**src/hdl/cac_pkg.sv**
```systemverilog
// Shared constants for the clipped alpha compositor.
package cac_pkg;

    localparam int MAX_DIM      = 4096;
    localparam int FULL_SCALE   = 65025;            // 255 * 255
    localparam int DOUBLE_SCALE = 2 * FULL_SCALE;   // rounding divisor
    localparam int RECIP_SHIFT  = 32;
    // floor(2^32 / 130050); quotient from it is exact or one short
    localparam logic [15:0] RECIP =
        16'(64'h1_0000_0000 / 64'(DOUBLE_SCALE));

    localparam int NUM_LANES = 4;   // red, green, blue, alpha

    localparam int CFG_IDX_W = 3;
    localparam int CFG_DATA_W = 13;

    typedef enum logic [CFG_IDX_W-1:0] {
        REG_DEST_X      = 3'd0,
        REG_DEST_Y      = 3'd1,
        REG_CLIP_LEFT   = 3'd2,
        REG_CLIP_TOP    = 3'd3,
        REG_CLIP_WIDTH  = 3'd4,
        REG_CLIP_HEIGHT = 3'd5,
        REG_OPACITY     = 3'd6
    } cfg_reg_t;

endpackage

```
**src/hdl/clipped_alpha_compose_top.sv**
```systemverilog
// Source-over RGBA blend with placement and clip, four-stage pipeline.
//
//  channel | dir | handshake          | word
//  --------+-----+--------------------+------------------------------------------
//  s_      | in  | s_tvalid/s_tready  | 88-bit pixel pair and source position
//  m_      | out | m_tvalid/m_tready  | 56-bit blended pixel and position, flag
//  cfg_    | in  | cfg_valid/cfg_ready| register index and 13-bit value
//
// One word per clock while m_tready does not stall the pipe; an accepted word passes through every stage to m_tvalid.
// Stages: opacity*alpha and clip test, blend numerator, reciprocal multiply,
// remainder correction into the output register.
// aresetn is synchronous, active low; it clears the valid bits and loads the config defaults.
// A stall on m_tready freezes the whole pipe, bubbles included.
module clipped_alpha_compose_top (
    input  logic                           aclk,
    input  logic                           aresetn,
    // lsb up: src_red, src_green, src_blue, src_alpha,
    //         dst_red, dst_green, dst_blue, dst_alpha, src_col, src_row
    input  logic [87:0]                    s_tdata,
    input  logic                           s_tvalid,
    output logic                           s_tready,
    // lsb up: out_red, out_green, out_blue, out_alpha, pos_x, pos_y
    output logic [55:0]                    m_tdata,
    // lsb up: write_enable
    output logic [0:0]                     m_tuser,
    output logic                           m_tvalid,
    input  logic                           m_tready,
    input  logic                           cfg_valid,
    output logic                           cfg_ready,
    input  logic [cac_pkg::CFG_IDX_W-1:0]  cfg_index,
    input  logic [cac_pkg::CFG_DATA_W-1:0] cfg_data
);
    import cac_pkg::*;

    // configuration
    logic signed [12:0] dest_x_reg, dest_y_reg;
    logic [12:0]        clip_left_reg, clip_top_reg, clip_width_reg, clip_height_reg;
    logic [7:0]         opacity_reg;

    assign cfg_ready = 1'b1;

    always_ff @(posedge aclk) begin
        if (!aresetn) begin
            dest_x_reg      <= '0;
            dest_y_reg      <= '0;
            clip_left_reg   <= '0;
            clip_top_reg    <= '0;
            clip_width_reg  <= 13'(MAX_DIM);
            clip_height_reg <= 13'(MAX_DIM);
            opacity_reg     <= 8'hff;
        end else if (cfg_valid && cfg_ready) begin
            unique case (cfg_index)
                REG_DEST_X:      dest_x_reg      <= $signed(cfg_data);
                REG_DEST_Y:      dest_y_reg      <= $signed(cfg_data);
                REG_CLIP_LEFT:   clip_left_reg   <= cfg_data;
                REG_CLIP_TOP:    clip_top_reg    <= cfg_data;
                REG_CLIP_WIDTH:  clip_width_reg  <= cfg_data;
                REG_CLIP_HEIGHT: clip_height_reg <= cfg_data;
                REG_OPACITY:     opacity_reg     <= cfg_data[7:0];
                default: ;
            endcase
        end
    end

    // global advance: output register empty or being taken
    logic advance;
    assign advance  = !m_tvalid || m_tready;
    assign s_tready = advance;

    // ---------------- stage 1: factor and clip ----------------
    logic [7:0]  in_src [NUM_LANES];
    logic [7:0]  in_dst [NUM_LANES];
    logic [11:0] in_col, in_row;

    assign in_src[0] = s_tdata[7:0];
    assign in_src[1] = s_tdata[15:8];
    assign in_src[2] = s_tdata[23:16];
    assign in_src[3] = 8'hff;           // alpha blends towards full
    assign in_dst[0] = s_tdata[39:32];
    assign in_dst[1] = s_tdata[47:40];
    assign in_dst[2] = s_tdata[55:48];
    assign in_dst[3] = s_tdata[63:56];
    assign in_col    = s_tdata[75:64];
    assign in_row    = s_tdata[87:76];

    logic signed [13:0] px_w, py_w;
    logic [13:0]        clip_right_w, clip_bottom_w;
    logic               in_x_w, in_y_w;

    assign px_w = {dest_x_reg[12], dest_x_reg} + $signed({2'b00, in_col});
    assign py_w = {dest_y_reg[12], dest_y_reg} + $signed({2'b00, in_row});
    assign clip_right_w  = {1'b0, clip_left_reg} + {1'b0, clip_width_reg};
    assign clip_bottom_w = {1'b0, clip_top_reg} + {1'b0, clip_height_reg};

    // negative positions never reach the clip
    assign in_x_w = !px_w[13] && (px_w[12:0] >= clip_left_reg)
                 && ({1'b0, px_w[12:0]} < clip_right_w)
                 && (px_w[12:0] < 13'(MAX_DIM));
    assign in_y_w = !py_w[13] && (py_w[12:0] >= clip_top_reg)
                 && ({1'b0, py_w[12:0]} < clip_bottom_w)
                 && (py_w[12:0] < 13'(MAX_DIM));

    logic        v1_reg;
    logic [15:0] f1_reg;
    logic [7:0]  s1_reg [NUM_LANES];
    logic [7:0]  d1_reg [NUM_LANES];
    logic        wr1_reg;
    logic [11:0] px1_reg, py1_reg;

    always_ff @(posedge aclk) begin
        if (!aresetn) begin
            v1_reg <= 1'b0;
        end else if (advance) begin
            v1_reg <= s_tvalid;
        end
    end

    always_ff @(posedge aclk) begin
        if (advance) begin
            f1_reg  <= opacity_reg * s_tdata[31:24];
            s1_reg  <= in_src;
            d1_reg  <= in_dst;
            wr1_reg <= in_x_w && in_y_w;
            px1_reg <= (in_x_w && in_y_w) ? px_w[11:0] : 12'd0;
            py1_reg <= (in_x_w && in_y_w) ? py_w[11:0] : 12'd0;
        end
    end

    // ---------------- stage 2: m = 2*(d*65025 + (s-d)*f) + 65025 ----------------
    logic [24:0] m_next [NUM_LANES];

    always_comb begin
        logic signed [8:0]  diff;
        logic signed [25:0] prod;
        logic [23:0]        dterm;
        logic signed [26:0] n_full;
        for (int i = 0; i < NUM_LANES; i++) begin
            diff   = $signed({1'b0, s1_reg[i]}) - $signed({1'b0, d1_reg[i]});
            prod   = diff * $signed({1'b0, f1_reg});
            dterm  = d1_reg[i] * 16'(FULL_SCALE);
            n_full = $signed({3'b000, dterm}) + {prod[25], prod};
            m_next[i] = {n_full[23:0], 1'b0} + 25'(FULL_SCALE);
        end
    end

    logic        v2_reg;
    logic [24:0] m2_reg [NUM_LANES];
    logic        wr2_reg;
    logic [11:0] px2_reg, py2_reg;

    always_ff @(posedge aclk) begin
        if (!aresetn) begin
            v2_reg <= 1'b0;
        end else if (advance) begin
            v2_reg <= v1_reg;
        end
    end

    always_ff @(posedge aclk) begin
        if (advance) begin
            m2_reg  <= m_next;
            wr2_reg <= wr1_reg;
            px2_reg <= px1_reg;
            py2_reg <= py1_reg;
        end
    end

    // ---------------- stage 3: quotient estimate by reciprocal ----------------
    logic [7:0] q0_next [NUM_LANES];

    always_comb begin
        logic [40:0] rp;
        for (int i = 0; i < NUM_LANES; i++) begin
            rp = m2_reg[i] * RECIP;
            q0_next[i] = rp[RECIP_SHIFT+7:RECIP_SHIFT];
        end
    end

    logic        v3_reg;
    logic [7:0]  q03_reg [NUM_LANES];
    logic [24:0] m3_reg  [NUM_LANES];
    logic        wr3_reg;
    logic [11:0] px3_reg, py3_reg;

    always_ff @(posedge aclk) begin
        if (!aresetn) begin
            v3_reg <= 1'b0;
        end else if (advance) begin
            v3_reg <= v2_reg;
        end
    end

    always_ff @(posedge aclk) begin
        if (advance) begin
            q03_reg <= q0_next;
            m3_reg  <= m2_reg;
            wr3_reg <= wr2_reg;
            px3_reg <= px2_reg;
            py3_reg <= py2_reg;
        end
    end

    // ---------------- stage 4: remainder check, output register ----------------
    logic [25:0] rem_w [NUM_LANES];
    logic [7:0]  q_next [NUM_LANES];

    always_comb begin
        logic [24:0] qd;
        for (int i = 0; i < NUM_LANES; i++) begin
            qd       = q03_reg[i] * 17'(DOUBLE_SCALE);
            rem_w[i] = {1'b0, m3_reg[i]} - {1'b0, qd};
            // estimate is at most one short
            q_next[i] = q03_reg[i] + 8'(rem_w[i] >= 26'(DOUBLE_SCALE));
        end
    end

    logic        out_valid_reg;
    logic [7:0]  out_ch_reg [NUM_LANES];
    logic        out_wr_reg;
    logic [11:0] out_px_reg, out_py_reg;

    always_ff @(posedge aclk) begin
        if (!aresetn) begin
            out_valid_reg <= 1'b0;
        end else if (advance) begin
            out_valid_reg <= v3_reg;
        end
    end

    always_ff @(posedge aclk) begin
        if (advance) begin
            out_ch_reg <= q_next;
            out_wr_reg <= wr3_reg;
            out_px_reg <= px3_reg;
            out_py_reg <= py3_reg;
        end
    end

    assign m_tvalid = out_valid_reg;
    assign m_tdata  = {out_py_reg, out_px_reg,
                       out_ch_reg[3], out_ch_reg[2], out_ch_reg[1], out_ch_reg[0]};
    assign m_tuser  = out_wr_reg;

    // ---------------- checks ----------------
    // position is zeroed whenever the word is not to be written
    a_pos_zero_no_write: assert property (@(posedge aclk) disable iff (!aresetn)
        m_tvalid && !m_tuser[0] |-> m_tdata[55:32] == 24'd0)
        else $error("position not cleared outside clip");

    // reciprocal estimate never more than one short
    a_rem_bound: assert property (@(posedge aclk) disable iff (!aresetn)
        v3_reg |-> (rem_w[0] < 26'(2 * DOUBLE_SCALE)) && (rem_w[1] < 26'(2 * DOUBLE_SCALE))
                && (rem_w[2] < 26'(2 * DOUBLE_SCALE)) && (rem_w[3] < 26'(2 * DOUBLE_SCALE)))
        else $error("quotient correction out of range");

    // an accepted word reaches the output once each later stage has advanced without a stall
    a_latency: assert property (@(posedge aclk) disable iff (!aresetn)
        s_tvalid && s_tready ##1 advance ##1 advance ##1 advance |=> m_tvalid)
        else $error("word lost in pipeline");

    // when the output holds, the stage behind it holds too
    a_stall_hold: assert property (@(posedge aclk) disable iff (!aresetn)
        m_tvalid && !m_tready |=> $stable(v3_reg) && $stable(q03_reg[0]))
        else $error("pipeline moved during stall");

endmodule

```
**config.mk**
```make
export PLATFORM = sky130hd
export DESIGN_NAME = clipped_alpha_compose_top
export DESIGN_NICKNAME = d
export VERILOG_FILES = /design/src/hdl/cac_pkg.sv /design/src/hdl/clipped_alpha_compose_top.sv
export SDC_FILE = /design/constraint.sdc
export NUM_CORES = 2
export LEC_CHECK = 0
export BUFFER_PORTS_ARGS = -buffer_cell sky130_fd_sc_hd__buf_2
export CAP_MARGIN = 20
export CORE_MARGIN = 2
export CORE_UTILIZATION = 35
export DETAILED_ROUTE_END_ITERATION = 16
export MAX_ROUTING_LAYER = met4
export SYNTH_ARGS = -nofsm -noshare
export SYNTH_HDL_FRONTEND = slang
export SYNTH_SLANG_ARGS = --single-unit
```
**constraint.sdc**
```tcl
create_clock -name aclk -period 31.5 [get_ports aclk]
set_input_delay 4.725 -clock aclk [delete_from_list [all_inputs] [get_ports aclk]]
set_output_delay 4.725 -clock aclk [all_outputs]
set_load 0.02 [all_outputs]
```
==> flow_metrics.tcl <==
set metrics [dict create \
    status "finished, final reports clean" \
    rows 160 \
    die_h_um 441 \
    port_buffers 167 \
    grt_max_degree 141 \
    path_clk_slew_ns 0.07 \
    yosys.area_share.simple 0.123 \
    drtPass1Iterations 5 \
    die_x_um 441 \
    cts_root_buf "clkbuf_16" \
    synthesis.area_sq_um 66700 \
    hold_viol 0 \
    clock-skew-final_ns 0.0248 \
    max_freq_mhz 95.2 \
    yosysWarningCount 0 \
    path_cells "buf_2 > nand2b_4 > buf_2" \
    synthAdderAreaFrac 0.444 \
    antenna_found_initial 20 \
    tightest_slew_ns 1.05 \
    synth_area_per_cell_sq_um 10.0 \
    cp-start-kind "input port" \
    regArea_sq_um 14700 \
    cts_setup_buffers 0 \
    layout_common_cells "inv_1, ha_1, fa_1" \
    worstPathMaxFanout 37 \
    io_pins 169 \
    max_stage_delay_ns 0.49 \
    rsz0062_at_grt "no" \
    arrival_ns 5.78 \
    start_util 0.351 \
    grt_pass1_wl_um 252000 \
    drc 0 \
    clk_latency_ns 0.69 \
    avgViaCountPerCell 4.92 \
    vias 46200 \
    synth.distinct_cells 89 \
    totalWireLength_um 151000 \
    crit_type "input port to primary output" \
    grt_use_total 0.165 \
    drive_above_1_share 0.0529 \
    syn_inst 6664 \
    postRouteAntennaNets 0 \
    syn2layout_area_growth_pct 8.92 \
    critPathRequiredTime_ns 26.78 \
    setup_viol 0 \
    critPathSlowestCell "buf_2" \
    final_cells 9385 \
    period_needed_ns 10.51 \
    cts_sinks 518 \
    synth_edf_count 428 \
    drt_iter0_markers 2065 \
    dp.cells 9251 \
    hold_buffers 0 \
    period_share 0.334 \
    synthMuxAreaShare 0.00540 \
    cp-end-kind "primary output" \
    mostFrequentLayoutCell "inv_1" \
    ys_seq_area_frac 0.220 \
    numCtsBuffers 66 \
    synth.ff_latch_count 518 \
    dp_hpwl_um 121000 \
    die_area_sq_um 194000 \
    async_flop_share 0 \
    slew_headroom 0.298 \
    report.final.slew_viol_count 0 \
    synth_top_family_by_area "adder cells" \
    critical_path.most_common_cell "buf_2" \
    fillerInstances 18800 \
    core_area_sq_um 190000 \
    gr-total-overflow 0 \
    synth_xor_area_frac 0.0450 \
    grt_pass1_vias 48800 \
    synth.net_count 8687 \
    tritoncts "yes" \
    cts-resized-gates 0 \
    hp-class "flip-flop to flip-flop" \
    multi_input_area_sq_um 47100 \
    clock_path_buffers 3 \
    htree_levels 3 \
    post_drt_wl_per_cell_um 16.1 \
    cap_violations 0 \
    finalNetCount 8832 \
    place_congestion 0.890 \
    synthFlopType "edfxtp_1" \
    tns_ns 0 \
    synth_compound_area_frac 0.0880 \
]
## synthesized netlist by cell type, drive strengths merged, types with 22 or more instances
| cell | instances | area [sq um] |
|---|---|---|
| o21a | 62 | 465 |
| dfxtp | 90 | 1800 |
| a211oi | 24 | 180 |
| nor4 | 25 | 156 |
| xnor2 | 222 | 1940 |
| a31oi | 25 | 156 |
| nand4 | 38 | 238 |
| or2 | 29 | 181 |
| nor2b | 172 | 1080 |
| nand2b | 145 | 907 |
| edfxtp | 428 | 12900 |
| nand2 | 545 | 2050 |
| and2 | 182 | 1140 |
| inv | 1195 | 4490 |
| o21bai | 29 | 218 |
| ha | 1157 | 14500 |
| nand3 | 73 | 365 |
| nor2 | 252 | 946 |
| xor2 | 121 | 1060 |
| nor4b | 22 | 193 |
| o21ai | 172 | 861 |
| a21boi | 87 | 653 |
| a21o | 84 | 631 |
| nor3 | 69 | 350 |
| mux2i | 27 | 270 |
| clkbuf | 130 | 488 |
| a21oi | 232 | 1160 |
| fa | 757 | 15200 |
## path summary, 6_finish.rpt
path / start / to / slack, ns / cells after the start
hold reg to reg: py3_reg[1] / out_py_reg[1] / 0.40 / 0
hold / removal: py3_reg[1] / out_py_reg[1] / 0.40 / 0
setup / recovery: m_tready / s_tready / 20.99 / 3
setup reg to reg: d1_reg[17] / m2_reg[74] / 22.57 / 29
## per-layer routing
layer / track usage / vias to the layer above / wire length [um]
met4: 0.0408 / 0 / 3560
met3: 0.0259 / 182 / 6110
met1: 0.205 / 22900 / 67600
met5: - / - / 0
met2: 0.281 / 710 / 74000
li1: - / 22400 / -
## kinds of logic after synthesis
logic type      count (synthesis)
fa+ha+maj                    1914
compound gates                892
simple gates                 1630
mux                            35
xor+xnor                      343
buf+inv                      1330
other cells                     2
flops                         518
## worst max-delay path, delay by kind of cell
family        cells  cell delay (ns)
simple gates      1             0.48
buf+inv           2             0.57
## metrics by stage
step / setup WS, ns / cell area (sq um) / hold slack (ns) / utilization
floorplan: 10.10 / 66700 / 0.400 / -
global placement: 20.94 / 70500 / 0.400 / 0.372
detailed placement: 20.92 / 70600 / 0.405 / 0.372
CTS: 20.92 / 72600 / 0.396 / 0.383
global route: 20.85 / 72600 / 0.409 / 0.383
finish: 20.99 / 72700 / 0.401 / 0.383
## area by class of cell
class | count | share of cell area
multi-input cells | 4816 | 0.648
flip-flops and latches | 518 | 0.202
inverters | 1195 | 0.0617
well taps | 2511 | 0.0432
clock buffers | 85 | 0.0241
repair buffers | 212 | 0.0165
clock inverters | 33 | 0.00406
diodes | 15 | 0.000517
Power is not shown: default switching activity piles up to over one toggle a cycle in this logic, so the estimate is an artifact.
